### src/design/fpmd_pkg.sv
`default_nettype none
package fpmd_pkg;

	localparam int COORD_BITS_DEF = 10;
	localparam int SUM_BITS_DEF   = 24;

	localparam int MAG_BITS      = 16;
	localparam int STEP_BITS     = 10;
	localparam int LEVEL_BITS    = 16;
	localparam int THR_BITS      = 24;
	localparam int CFG_DATA_BITS = 24;
	localparam int CFG_IDX_BITS  = 3;

	localparam logic [CFG_IDX_BITS-1:0] REG_MAX_STEP_X     = 3'd0;
	localparam logic [CFG_IDX_BITS-1:0] REG_MAX_STEP_Y     = 3'd1;
	localparam logic [CFG_IDX_BITS-1:0] REG_STILL_X        = 3'd2;
	localparam logic [CFG_IDX_BITS-1:0] REG_STILL_Y        = 3'd3;
	localparam logic [CFG_IDX_BITS-1:0] REG_MOTION_CEILING = 3'd4;
	localparam logic [CFG_IDX_BITS-1:0] REG_MOTION_FLOOR   = 3'd5;
	localparam logic [CFG_IDX_BITS-1:0] REG_PRESS_THRESH   = 3'd6;

	localparam logic [STEP_BITS-1:0]  RST_MAX_STEP = 10'd50;
	localparam logic [STEP_BITS-1:0]  RST_STILL    = 10'd2;
	localparam logic [LEVEL_BITS-1:0] RST_CEILING  = 16'd3200;
	localparam logic [LEVEL_BITS-1:0] RST_FLOOR    = 16'd560;
	localparam logic [THR_BITS-1:0]   RST_PRESS    = 24'd1600;

	typedef struct packed {
		logic [STEP_BITS-1:0]  max_step_x;
		logic [STEP_BITS-1:0]  max_step_y;
		logic [STEP_BITS-1:0]  still_x;
		logic [STEP_BITS-1:0]  still_y;
		logic [LEVEL_BITS-1:0] motion_ceiling;
		logic [LEVEL_BITS-1:0] motion_floor;
		logic [THR_BITS-1:0]   press_threshold;
	} cfg_t;

	typedef struct packed {
		logic                done;
		logic [MAG_BITS-1:0] value;
	} mag_rsp_t;

endpackage
`default_nettype wire

### src/design/fpmd_cfg_regs.sv
`default_nettype none
module fpmd_cfg_regs (
	input  wire logic                               clk,
	input  wire logic                               arst_n,
	input  wire logic                               cfg_we,
	input  wire logic [fpmd_pkg::CFG_IDX_BITS-1:0]  cfg_index,
	input  wire logic [fpmd_pkg::CFG_DATA_BITS-1:0] cfg_data,
	output fpmd_pkg::cfg_t                          cfg
);

	fpmd_pkg::cfg_t cfg_q;

	always_ff @(posedge clk or negedge arst_n) begin
		if (!arst_n) begin
			cfg_q.max_step_x      <= fpmd_pkg::RST_MAX_STEP;
			cfg_q.max_step_y      <= fpmd_pkg::RST_MAX_STEP;
			cfg_q.still_x         <= fpmd_pkg::RST_STILL;
			cfg_q.still_y         <= fpmd_pkg::RST_STILL;
			cfg_q.motion_ceiling  <= fpmd_pkg::RST_CEILING;
			cfg_q.motion_floor    <= fpmd_pkg::RST_FLOOR;
			cfg_q.press_threshold <= fpmd_pkg::RST_PRESS;
		end else if (cfg_we) begin
			unique case (cfg_index)
				fpmd_pkg::REG_MAX_STEP_X: begin
					cfg_q.max_step_x <= cfg_data[fpmd_pkg::STEP_BITS-1:0];
				end
				fpmd_pkg::REG_MAX_STEP_Y: begin
					cfg_q.max_step_y <= cfg_data[fpmd_pkg::STEP_BITS-1:0];
				end
				fpmd_pkg::REG_STILL_X: begin
					cfg_q.still_x <= cfg_data[fpmd_pkg::STEP_BITS-1:0];
				end
				fpmd_pkg::REG_STILL_Y: begin
					cfg_q.still_y <= cfg_data[fpmd_pkg::STEP_BITS-1:0];
				end
				fpmd_pkg::REG_MOTION_CEILING: begin
					cfg_q.motion_ceiling <= cfg_data[fpmd_pkg::LEVEL_BITS-1:0];
				end
				fpmd_pkg::REG_MOTION_FLOOR: begin
					cfg_q.motion_floor <= cfg_data[fpmd_pkg::LEVEL_BITS-1:0];
				end
				fpmd_pkg::REG_PRESS_THRESH: begin
					cfg_q.press_threshold <= cfg_data[fpmd_pkg::THR_BITS-1:0];
				end
				default: begin
				end
			endcase
		end
	end

	assign cfg = cfg_q;

endmodule
`default_nettype wire

### src/design/fpmd_mag_unit.sv
`default_nettype none
module fpmd_mag_unit #(
	parameter int COORD_BITS = fpmd_pkg::COORD_BITS_DEF
) (
	input  wire logic                  clk,
	input  wire logic                  arst_n,
	input  wire logic                  start,
	input  wire logic [COORD_BITS-1:0] dx,
	input  wire logic [COORD_BITS-1:0] dy,
	output fpmd_pkg::mag_rsp_t         rsp
);

	localparam int MW   = fpmd_pkg::MAG_BITS;
	localparam int PW   = 2 * MW;
	localparam int NW   = 2 * COORD_BITS + 16;
	localparam int FW   = PW + 3;
	localparam int CW   = (NW > FW) ? NW : FW;
	localparam int IDXW = $clog2(MW);

	localparam logic [2:0] M_IDLE = 3'd0;
	localparam logic [2:0] M_SQX  = 3'd1;
	localparam logic [2:0] M_SQY  = 3'd2;
	localparam logic [2:0] M_SUM  = 3'd3;
	localparam logic [2:0] M_TRY  = 3'd4;
	localparam logic [2:0] M_CMP  = 3'd5;
	localparam logic [2:0] M_DONE = 3'd6;

	logic [2:0]      state_q;
	logic [MW-1:0]   dx_q;
	logic [MW-1:0]   dy_q;
	logic [PW-1:0]   prod_q;
	logic [PW-1:0]   dxsq_q;
	logic [CW-1:0]   n_q;
	logic [MW-1:0]   root_q;
	logic [IDXW-1:0] idx_q;

	logic [MW-1:0] mul_a;
	logic [PW-1:0] mul_c;
	logic [MW-1:0] trial;
	logic [CW-1:0] n_c;
	logic [CW-1:0] five_sq;

	assign trial = root_q | (MW'(1) << idx_q);

	// One shared multiplier squares dx, dy and then every trial root.
	always_comb begin
		case (state_q)
			M_SQX:   mul_a = dx_q;
			M_SQY:   mul_a = dy_q;
			default: mul_a = trial;
		endcase
	end

	assign mul_c   = mul_a * mul_a;
	assign n_c     = (CW'(dxsq_q) + (CW'(prod_q) << 6) + (CW'(prod_q) << 5)
	                 + (CW'(prod_q) << 2)) << 8;
	assign five_sq = (CW'(prod_q) << 2) + CW'(prod_q);

	always_ff @(posedge clk or negedge arst_n) begin
		if (!arst_n) begin
			state_q <= M_IDLE;
		end else begin
			unique case (state_q)
				M_IDLE:  if (start) state_q <= M_SQX;
				M_SQX:   state_q <= M_SQY;
				M_SQY:   state_q <= M_SUM;
				M_SUM:   state_q <= M_TRY;
				M_TRY:   state_q <= M_CMP;
				M_CMP:   state_q <= (idx_q == '0) ? M_DONE : M_TRY;
				M_DONE:  state_q <= M_IDLE;
				default: state_q <= M_IDLE;
			endcase
		end
	end

	// The root is the largest 16 bit r with 5*r*r <= (dx^2 + 100*dy^2) * 256.
	always_ff @(posedge clk) begin
		if (state_q == M_IDLE && start) begin
			dx_q <= MW'(dx);
			dy_q <= MW'(dy);
		end
		if (state_q == M_SQX || state_q == M_SQY || state_q == M_TRY) begin
			prod_q <= mul_c;
		end
		if (state_q == M_SQY) begin
			dxsq_q <= prod_q;
		end
		if (state_q == M_SUM) begin
			n_q    <= n_c;
			root_q <= '0;
			idx_q  <= IDXW'(MW - 1);
		end
		if (state_q == M_CMP) begin
			if (five_sq <= n_q) begin
				root_q <= trial;
			end
			if (idx_q != '0) begin
				idx_q <= idx_q - IDXW'(1);
			end
		end
	end

	assign rsp.done  = (state_q == M_DONE);
	assign rsp.value = root_q;

	a_done_single: assert property (@(posedge clk) disable iff (!arst_n)
		rsp.done |=> !rsp.done)
		else $error("magnitude done held for more than one cycle");

	a_root_bound: assert property (@(posedge clk) disable iff (!arst_n)
		rsp.done |-> (((CW + 3)'(root_q) * (CW + 3)'(root_q) * 5) <= (CW + 3)'(n_q)))
		else $error("magnitude root exceeds its bound");

	a_cmp_after_try: assert property (@(posedge clk) disable iff (!arst_n)
		(state_q == M_CMP) |-> ($past(state_q) == M_TRY))
		else $error("compare step without a preceding trial square");

endmodule
`default_nettype wire

### src/design/fingertip_press_motion_detector_unit.sv
// Channel | Direction | Handshake            | Payload
// in      | input     | in_valid / in_ready  | finger_present, tip_x, tip_y
// out     | output    | out_valid / out_ready| step_valid, moving_down, motion_value,
//         |           |                      | motion_sum, motion_qualifies, press_detected
// cfg     | input     | cfg_we               | cfg_index, cfg_data
//
// A moving finger's request is evaluated, dx and dy are squared and the radicand formed,
// each of the 16 result bits of the square root is tried and compared on one shared 16 by
// 16 multiplier, and then the root is finished, collected and loaded into the output
// register before the next request is taken. Absent, first or still requests skip the
// square root and go from evaluation straight to the result stage.
// Reset restores the register defaults and forgets the previous point and the sum.
// A new request is taken once the previous one has been placed in the output register;
// a stalled output holds the next finished result until it is taken.
`default_nettype none
module fingertip_press_motion_detector_unit #(
	parameter int COORD_BITS = fpmd_pkg::COORD_BITS_DEF,
	parameter int SUM_BITS   = fpmd_pkg::SUM_BITS_DEF
) (
	input  wire logic                               clk,
	input  wire logic                               arst_n,
	input  wire logic                               cfg_we,
	input  wire logic [fpmd_pkg::CFG_IDX_BITS-1:0]  cfg_index,
	input  wire logic [fpmd_pkg::CFG_DATA_BITS-1:0] cfg_data,
	input  wire logic                               in_valid,
	output logic                                    in_ready,
	input  wire logic                               finger_present,
	input  wire logic [COORD_BITS-1:0]              tip_x,
	input  wire logic [COORD_BITS-1:0]              tip_y,
	output logic                                    out_valid,
	input  wire logic                               out_ready,
	output logic                                    step_valid,
	output logic                                    moving_down,
	output logic [fpmd_pkg::MAG_BITS-1:0]           motion_value,
	output logic [SUM_BITS-1:0]                     motion_sum,
	output logic                                    motion_qualifies,
	output logic                                    press_detected
);

	localparam int MW  = fpmd_pkg::MAG_BITS;
	localparam int SW  = fpmd_pkg::STEP_BITS;
	localparam int DW  = (COORD_BITS > SW) ? COORD_BITS : SW;
	localparam int TW  = (SUM_BITS > fpmd_pkg::THR_BITS) ? SUM_BITS : fpmd_pkg::THR_BITS;
	localparam int SB1 = SUM_BITS + 1;

	localparam logic [1:0] S_IDLE   = 2'd0;
	localparam logic [1:0] S_EVAL   = 2'd1;
	localparam logic [1:0] S_WAIT   = 2'd2;
	localparam logic [1:0] S_RESULT = 2'd3;

	localparam logic [1:0] K_CLEAR = 2'd0;
	localparam logic [1:0] K_FIRST = 2'd1;
	localparam logic [1:0] K_STILL = 2'd2;
	localparam logic [1:0] K_MOVE  = 2'd3;

	fpmd_pkg::cfg_t     cfg;
	fpmd_pkg::mag_rsp_t mag_rsp;

	logic [1:0]            state_q;
	logic                  present_q;
	logic [COORD_BITS-1:0] x_q;
	logic [COORD_BITS-1:0] y_q;
	logic [COORD_BITS-1:0] last_x_q;
	logic [COORD_BITS-1:0] last_y_q;
	logic                  last_seen_q;
	logic [SUM_BITS-1:0]   run_sum_q;
	logic [1:0]            kind_q;
	logic                  valid_q;
	logic                  down_q;
	logic [MW-1:0]         mag_q;

	logic                  out_valid_q;
	logic                  step_valid_q;
	logic                  moving_down_q;
	logic [MW-1:0]         motion_value_q;
	logic [SUM_BITS-1:0]   motion_sum_q;
	logic                  motion_qualifies_q;
	logic                  press_detected_q;

	logic [COORD_BITS-1:0] dx_c;
	logic [COORD_BITS-1:0] dy_c;
	logic                  valid_c;
	logic                  still_c;
	logic [1:0]            kind_c;
	logic                  mag_start;
	logic                  load_out;

	logic [MW-1:0]         motion_c;
	logic                  qual_c;
	logic [SB1-1:0]        sum_wide;
	logic [SUM_BITS-1:0]   sum_c;
	logic                  press_c;
	logic                  r_valid;
	logic                  r_down;
	logic [MW-1:0]         r_motion;
	logic [SUM_BITS-1:0]   r_sum;
	logic                  r_qual;
	logic                  r_press;

	fpmd_cfg_regs u_cfg (
		.clk       (clk),
		.arst_n    (arst_n),
		.cfg_we    (cfg_we),
		.cfg_index (cfg_index),
		.cfg_data  (cfg_data),
		.cfg       (cfg)
	);

	fpmd_mag_unit #(
		.COORD_BITS (COORD_BITS)
	) u_mag (
		.clk    (clk),
		.arst_n (arst_n),
		.start  (mag_start),
		.dx     (dx_c),
		.dy     (dy_c),
		.rsp    (mag_rsp)
	);

	assign in_ready = (state_q == S_IDLE);

	assign dx_c    = (x_q > last_x_q) ? (x_q - last_x_q) : (last_x_q - x_q);
	assign dy_c    = (y_q > last_y_q) ? (y_q - last_y_q) : (last_y_q - y_q);
	assign valid_c = (DW'(dx_c) < DW'(cfg.max_step_x)) && (DW'(dy_c) < DW'(cfg.max_step_y));
	assign still_c = (DW'(dx_c) < DW'(cfg.still_x)) && (DW'(dy_c) < DW'(cfg.still_y));

	always_comb begin
		if (!present_q) begin
			kind_c = K_CLEAR;
		end else if (!last_seen_q) begin
			kind_c = K_FIRST;
		end else if (still_c) begin
			kind_c = K_STILL;
		end else begin
			kind_c = K_MOVE;
		end
	end

	assign mag_start = (state_q == S_EVAL) && (kind_c == K_MOVE);
	assign load_out  = (state_q == S_RESULT) && (!out_valid_q || out_ready);

	assign motion_c = (mag_q > cfg.motion_ceiling) ? '0 : mag_q;
	assign qual_c   = down_q && (motion_c > cfg.motion_floor) && valid_q;
	assign sum_wide = SB1'(run_sum_q) + SB1'(motion_c);
	always_comb begin
		if (!qual_c) begin
			sum_c = '0;
		end else if (sum_wide[SUM_BITS]) begin
			sum_c = '1;
		end else begin
			sum_c = sum_wide[SUM_BITS-1:0];
		end
	end
	assign press_c = down_q && (TW'(sum_c) > TW'(cfg.press_threshold));

	always_comb begin
		r_valid  = 1'b0;
		r_down   = 1'b0;
		r_motion = '0;
		r_sum    = '0;
		r_qual   = 1'b0;
		r_press  = 1'b0;
		case (kind_q)
			K_STILL: begin
				r_valid = valid_q;
			end
			K_MOVE: begin
				r_valid  = valid_q;
				r_down   = down_q;
				r_motion = motion_c;
				r_sum    = sum_c;
				r_qual   = qual_c;
				r_press  = press_c;
			end
			default: begin
			end
		endcase
	end

	always_ff @(posedge clk or negedge arst_n) begin
		if (!arst_n) begin
			state_q     <= S_IDLE;
			last_x_q    <= '0;
			last_y_q    <= '0;
			last_seen_q <= 1'b0;
			run_sum_q   <= '0;
			out_valid_q <= 1'b0;
		end else begin
			unique case (state_q)
				S_IDLE: begin
					if (in_valid) state_q <= S_EVAL;
				end
				S_EVAL: begin
					state_q <= (kind_c == K_MOVE) ? S_WAIT : S_RESULT;
				end
				S_WAIT: begin
					if (mag_rsp.done) state_q <= S_RESULT;
				end
				S_RESULT: begin
					if (load_out) state_q <= S_IDLE;
				end
				default: state_q <= S_IDLE;
			endcase
			if (load_out) begin
				out_valid_q <= 1'b1;
				run_sum_q   <= r_sum;
				if (kind_q == K_CLEAR) begin
					last_seen_q <= 1'b0;
				end else begin
					last_seen_q <= 1'b1;
					last_x_q    <= x_q;
					last_y_q    <= y_q;
				end
			end else if (out_ready) begin
				out_valid_q <= 1'b0;
			end
		end
	end

	always_ff @(posedge clk) begin
		if (in_valid && in_ready) begin
			present_q <= finger_present;
			x_q       <= tip_x;
			y_q       <= tip_y;
		end
		if (state_q == S_EVAL) begin
			kind_q  <= kind_c;
			valid_q <= valid_c;
			down_q  <= (y_q > last_y_q);
			mag_q   <= '0;
		end
		if (state_q == S_WAIT && mag_rsp.done) begin
			mag_q <= mag_rsp.value;
		end
		if (load_out) begin
			step_valid_q       <= r_valid;
			moving_down_q      <= r_down;
			motion_value_q     <= r_motion;
			motion_sum_q       <= r_sum;
			motion_qualifies_q <= r_qual;
			press_detected_q   <= r_press;
		end
	end

	assign out_valid        = out_valid_q;
	assign step_valid       = step_valid_q;
	assign moving_down      = moving_down_q;
	assign motion_value     = motion_value_q;
	assign motion_sum       = motion_sum_q;
	assign motion_qualifies = motion_qualifies_q;
	assign press_detected   = press_detected_q;

endmodule
`default_nettype wire

### config.mk
export PLATFORM = sky130hd
export DESIGN_NAME = fingertip_press_motion_detector_unit
export DESIGN_NICKNAME = d
export VERILOG_FILES = /design/src/design/fpmd_pkg.sv /design/src/design/fpmd_cfg_regs.sv /design/src/design/fpmd_mag_unit.sv /design/src/design/fingertip_press_motion_detector_unit.sv
export SDC_FILE = /design/constraint.sdc
export NUM_CORES = 1
export LEC_CHECK = 0
export ABC_AREA = 1
export BUFFER_PORTS_ARGS = -buffer_cell sky130_fd_sc_hd__buf_2
export CORE_ASPECT_RATIO = 0.6
export CORE_MARGIN = 3
export CORE_UTILIZATION = 40
export DETAILED_ROUTE_END_ITERATION = 8
export PLACE_DENSITY = 0.55
export SLEW_MARGIN = 25
export SYNTH_ARGS = -nofsm -noshare
export SYNTH_HDL_FRONTEND = slang
export SYNTH_SLANG_ARGS = --single-unit
export TNS_END_PERCENT = 30
### constraint.sdc
create_clock -name clk -period 10.3 [get_ports clk]
set_clock_uncertainty 0.2 [all_clocks]
set_input_delay 2.06 -clock clk [delete_from_list [all_inputs] [get_ports clk]]
set_output_delay 2.06 -clock clk [all_outputs]
set_load 0.03 [all_outputs]
# Word level (Yosys, flattened, before mapping)
# Cells that the tools add are included.
dict set report word_totals {
  output_inout_bits 46
  ff_bits 360
  input_bits 53
}
dict set report classes {
  reduce_logical 32
  eq_ne 22
  mul 1
  n_mux 29
  n_addsub 10
  bitwise 2
  magnitude_cmp 10
  shift 1
}
# cell n
set op_table {}
lappend op_table {{16-bit two-way mux} 6}
lappend op_table {{28-bit adder} 3}
lappend op_table {{24-bit two-way mux} 3}
lappend op_table {{10-bit < comparator} 4}
lappend op_table {{10-bit subtractor} 4}
lappend op_table {{36-bit less-or-equal comparator} 1}
lappend op_table {{34-bit by 32-bit adder with 35-bit output} 1}
lappend op_table {{16-bit greater-than comparator} 2}
lappend op_table {{16-bit by 16-bit multiplier with 32-bit output} 1}
lappend op_table {{16-bit case mux with 2 select lines} 1}
lappend op_table {{24-bit by 16-bit adder with 25-bit output} 1}
lappend op_table {{24-bit greater-than comparator} 1}
lappend op_table {{10-bit greater-than comparator} 2}
lappend op_table {{10-bit two-way mux} 2}
lappend op_table {{3-bit == test, second input constant} 6}
lappend op_table {{3-bit case mux with 6 select lines} 1}
lappend op_table {{16-bit bitwise OR} 1}
lappend op_table {{2-bit AND reduction} 8}
lappend op_table {{1-bit by 4-bit left shift with 16-bit output, first input constant} 1}
lappend op_table {{3-bit by 2-bit == test with 1-bit output, second input constant} 4}
lappend op_table {{2-bit two-way mux} 6}
lappend op_table {{4-bit two-way mux} 3}
lappend op_table {{2-bit == test, second input constant} 5}
lappend op_table {{1-bit logical AND} 10}
lappend op_table {{other kinds (18)} 30}

# Logic depth before layout (Yosys ltp)
dict set report logic_depth {
  ltp_word 11
  mapped_depth 35
}

# Cells and area by module
# A second synthesis with hierarchy kept.
dict set report unflattened {
  cells_unflattened 3925
  hier_area_um2 31724.2
}
# mod instances area_each_um2 seq_area_each_um2 cells_each
set modules_own_cells {}
lappend modules_own_cells {fpmd_mag_unit 1 16729.8 3628.5 1968}
lappend modules_own_cells {fingertip_press_motion_detector_unit 1 11199.5 3753.6 1533}
lappend modules_own_cells {fpmd_cfg_regs 1 3794.9 2423.6 424}

# Least setup slack after synthesis
# No wires, ideal clock.
dict set report synth_path {
  path_type {register to register}
  from {reg u_mag.state_q[2]}
  to {reg u_mag.prod_q[21] (data pin)}
  required_ns 9.841
  stages_incl_launch_ff 27
  synth_period_minus_slack_ns 6.516
  path_slack_ns 3.784
  setup_time_ns 0.259
  t_arrival_ns 6.057
  path_cell_list {dfrtp_1 -> buf_2 -> nor3_2 -> buf_2 -> nand2_1 -> nand3_1 -> o21ai_4 -> nor2_1 -> inv_1 -> fa_1 -> inv_1 -> fa_1 -> fa_1 -> fa_1 -> inv_1 -> fa_1 -> inv_1 -> fa_1 -> ha_1 -> a21o_1 -> a31oi_1 -> nand3_1 -> nand2_1 -> nand2_1 -> nand2_1 -> nand2_1 -> xor2_1}
}
dict set report synth_via {
  elab_chain_len 3
  elab_cells_between_ends 4
  classes_between {1 x mul; 2 x eq/ne; 1 x mux}
}
# element line_no
set synth_rtl {}
lappend synth_rtl {{start, declared} fpmd_mag_unit.sv:28} ;# logic [2:0] state_q;
lappend synth_rtl {{start signal, assigned} fpmd_mag_unit.sv:69} ;# M_CMP: state_q <= (idx_q == '0) ? M_DONE : M_TRY;
lappend synth_rtl {{3-bit by 2-bit == test with 1-bit output / 3-bit by 1-bit == test with 1-bit output (equally long branches)} fpmd_mag_unit.sv:47} ;# case (state_q)
lappend synth_rtl {{16-bit case mux with 2 select lines (*)} fpmd_mag_unit.sv:47}
lappend synth_rtl {{16-bit by 16-bit multiplier with 32-bit output (*)} fpmd_mag_unit.sv:54} ;# assign mul_c = mul_a * mul_a;
lappend synth_rtl {{net u_mag.mul_c[21]} fpmd_mag_unit.sv:38} ;# logic [PW-1:0] mul_c;
lappend synth_rtl {{end signal, assigned} fpmd_mag_unit.sv:83} ;# prod_q <= mul_c;
lappend synth_rtl {{end, declared} fpmd_mag_unit.sv:31} ;# logic [PW-1:0] prod_q;
# Mark *: on every way through the listed nets, which the timed path passes. The rest lies on a longest branch.
# A chain may end at the register's enable or synchronous reset.

# Worst setup path after layout
dict set report layout_path {
  from {reg u_mag.state_q[2]}
  to {reg u_mag.prod_q[30] (data pin)}
}
# Same word-level chain as after synthesis.

==> results_dict.tcl <==
set metrics [dict create \
    pin_count_of_the_biggest_net_entering_global_routing 69 \
    worst_hold_path.num_cells 0 \
    fill_cells 7494 \
    maxUsedRoutingLayer "met4" \
    clkLatencyLatePin_ns 0.59 \
    floorplan.die.width_um 363 \
    layout_cell_share_with_drive_strength_beyond_1_pct 6.60 \
    totalNegativeSetupSlack_ns 0 \
    hpwlAfterDp_um 71300 \
    max_slew_margin_pct 35.3 \
    port_buffers 98 \
    final.period_utilization_pct 80.5 \
    clkTransAtPathRegs_ns 0.07 \
    final_net_count 4371 \
    worstHoldStart "u_mag.dxsq_q[0]" \
    met1Wirelength_um 49200 \
    layout_commonest_cell "sky130_fd_sc_hd__nand2_1" \
    grt.total_usage_pct 22.2 \
    crit-reg2reg-launch "u_mag.state_q[2]" \
    mappedNetlistArea_um2 30700 \
    crit_type "reg -> reg" \
    cts_root_buf "sky130_fd_sc_hd__clkbuf_16" \
    max-clock-path-buffers 3 \
    count_of_flip_flops_with_a_built_in_enable_after_synthesis 190 \
    sequential_cell_area_um2 9810 \
    dominantRegCellSynth "sky130_fd_sc_hd__edfxtp_1" \
    status "completed" \
    drt-pass1-iter-count 5 \
    timing.critical_path.to_type "register" \
    worst_setup_path_start_kind "register" \
    worstPathArrival_ns 8.40 \
    post_cts_resized 0 \
    rsz0062_at_grt "no" \
    critPathRequiredTime_ns 10.41 \
    maxCapViolations 0 \
    syn_inst 3679 \
    cts_hold_repair.buffers 0 \
    synth_async_sr_flop_share_pct 41.2 \
    wl_per_cell_um 18.2 \
    dieHeight_um 220 \
    route.met3.wl_um 8480 \
    hold_class "reg -> reg" \
    average_via_count_per_standard_cell 5.03 \
    multi_input_comb_area_um2 18000 \
    reg2reg_depth 22 \
    number_of_cts_inserted_buffers 39 \
    ys_seq_area_share_pct 32.0 \
    fp-row-count 77 \
    post_synth.cell_area_avg_um2 8.34 \
    core_region_area_um2 74800 \
    first_global_vias 22500 \
    worstHoldEndpoint "u_mag.n_q[8]" \
    initial_antenna_violation_count 1 \
    number_of_slew_limit_violations_in_the_final_report 0 \
    reg2reg_to "u_mag.prod_q[30]" \
    yosys_warnings 0 \
    ports_placed_on_the_boundary 99 \
    final-hold-violation-count 0 \
    overflow 0 \
    areaGrowthSynthToFinish_pct 9.28 \
    drt_first_iter_violations 2507 \
    post-cts-setup-buffers 0 \
    wire_length_on_met2_um 28700 \
    antenna_cells 0 \
    grt_first_pass_wirelength_um 137000 \
    rrSetupSlack_ns 2.01 \
    cts_tree "done" \
    finalSetupViolCount 0 \
    layout_common_cells "sky130_fd_sc_hd__nand2_1, sky130_fd_sc_hd__inv_1, sky130_fd_sc_hd__nor2_1" \
    die-area_um2 80100 \
    final_antenna_net_count 0 \
    cts_htree_levels 2 \
    timing.critical_path.fanout_max 25 \
    detail_route.drc_violations 0 \
    fmax_ghz 0.121 \
    total_number_of_clock_tree_sinks 357 \
    synth_cell_type_count 55 \
    yosys_register_bits 357 \
    initial_utilization_pct 41.0 \
    globalplace.congestion 0.947 \
    detailroute.via_count 24100 \
    worst-slew-pin-transition_ns 0.963 \
    final_period_minus_worst_setup_slack_ns 8.29 \
    totalWireLength_um 87300 \
]
==> cells by family (layout without fill, tap and decap cells) <==
logic type / after synthesis / after routing / synth area share (%)
AOI/OAI and AO/OA: 529 / 529 / 9.44
and+or+nand+nor: 1360 / 1360 / 18.0
other: 1 / 2 / 0.0122
buffers and inverters: 764 / 885 / 9.59
adders and majority gates: 548 / 548 / 27.6
xor gates and xnor gates: 120 / 120 / 3.43
DFF: 357 / 357 / 32.0
==> cells in the mapped netlist, types with 18 or more instances <==
master / number / area, um^2
sky130_fd_sc_hd__nand2_1: 752 / 2820
sky130_fd_sc_hd__inv_1: 678 / 2540
sky130_fd_sc_hd__nor2_1: 381 / 1430
sky130_fd_sc_hd__ha_1: 334 / 4180
sky130_fd_sc_hd__o21ai_0: 216 / 1080
sky130_fd_sc_hd__a21oi_1: 214 / 1070
sky130_fd_sc_hd__fa_1: 214 / 4280
sky130_fd_sc_hd__edfxtp_1: 190 / 5710
sky130_fd_sc_hd__dfrtp_1: 130 / 3250
sky130_fd_sc_hd__nand3_1: 126 / 631
sky130_fd_sc_hd__xor2_1: 92 / 806
sky130_fd_sc_hd__clkbuf_1: 35 / 131
sky130_fd_sc_hd__nand4_1: 31 / 194
sky130_fd_sc_hd__nor3_1: 30 / 150
sky130_fd_sc_hd__xnor2_1: 28 / 245
sky130_fd_sc_hd__dfxtp_1: 20 / 400
sky130_fd_sc_hd__o21bai_1: 18 / 135
==> sequential cells by signal (all words and copies together) (netlist names), 16 cells and up <==
| name | cells |
|---|---|
| u_cfg.cfg | 96 |
| motion_sum | 24 |
| u_mag.dxsq_q | 27 |
| run_sum_q | 24 |
| u_mag.root_q | 16 |
| mag_q | 16 |
| motion_value | 16 |
| u_mag.prod_q | 31 |
| u_mag.n_q | 27 |
==> cell type report <==
| cell class | count | share of cell area (%) |
|---|---|---|
| repair buffers | 115 | 1.86 |
| well taps | 987 | 3.68 |
| clock inverters | 30 | 0.728 |
| multi-input cells | 2559 | 53.6 |
| inverters | 698 | 7.82 |
| flip-flops and latches | 357 | 29.3 |
| clock buffers | 42 | 3.07 |
==> how the worst max path moves through the flow <==
| stage | from | end | slack (ns) | cells past startpoint |
|---|---|---|---|---|
| 6_report | u_mag.state_q[2] | u_mag.prod_q[30] | 2.01 | 22 |
| 3_5_place_dp | u_mag.state_q[2] | u_mag.prod_q[30] | 2.24 | 22 |
| 2_1_floorplan | u_mag.state_q[2] | u_mag.prod_q[21] | 3.78 | 26 |
| 5_1_grt | u_mag.state_q[2] | u_mag.prod_q[26] | 1.57 | 22 |
| 3_3_place_gp | u_mag.state_q[2] | u_mag.prod_q[30] | 1.94 | 22 |
| 4_1_cts | u_mag.state_q[2] | u_mag.prod_q[26] | 2.16 | 22 |
==> through the flow <==
step,instance area (um^2),hold WS [ns],instances,util [%],worst slack (ns)
3_5_place_dp,32200,0.205,4716,43.1,2.24
5_1_grt,33500,0.231,4788,44.8,1.57
4_1_cts,33500,0.220,4788,44.8,2.16
6_report,33500,0.220,4788,44.8,2.01
3_3_place_gp,32200,0.204,4716,43.1,1.94
2_1_floorplan,30700,0.200,3680,-,3.78
==> routing by layer <==
layer	vias up	GRT usage (%)
met1	11300	39.5
met5	-	0
met4	0	2.97
met2	800	25.7
met3	62	5.14
li1	11900	-
==> critical path: stages, from the launching register on <==
cell and delay, ns:
sky130_fd_sc_hd__dfrtp_1 0.49, sky130_fd_sc_hd__nor3_1 0.83, sky130_fd_sc_hd__or2_2 0.72, sky130_fd_sc_hd__nor2_4 0.07, sky130_fd_sc_hd__inv_1 0.44, sky130_fd_sc_hd__nor2_1 0.13, sky130_fd_sc_hd__fa_1 0.61, sky130_fd_sc_hd__inv_1 0.07
sky130_fd_sc_hd__fa_1 0.50, sky130_fd_sc_hd__fa_1 0.59, sky130_fd_sc_hd__inv_1 0.08, sky130_fd_sc_hd__fa_1 0.53, sky130_fd_sc_hd__inv_1 0.06, sky130_fd_sc_hd__fa_1 0.53, sky130_fd_sc_hd__inv_1 0.05, sky130_fd_sc_hd__fa_1 0.47
sky130_fd_sc_hd__ha_1 0.42, sky130_fd_sc_hd__a21oi_1 0.31, sky130_fd_sc_hd__o21ai_0 0.22, sky130_fd_sc_hd__a21oi_1 0.16, sky130_fd_sc_hd__nand3_1 0.21, sky130_fd_sc_hd__a21oi_1 0.21, sky130_fd_sc_hd__xor2_1 0.09
Power is not shown: default switching activity piles up to over one toggle a cycle in this logic, so the estimate is an artifact.
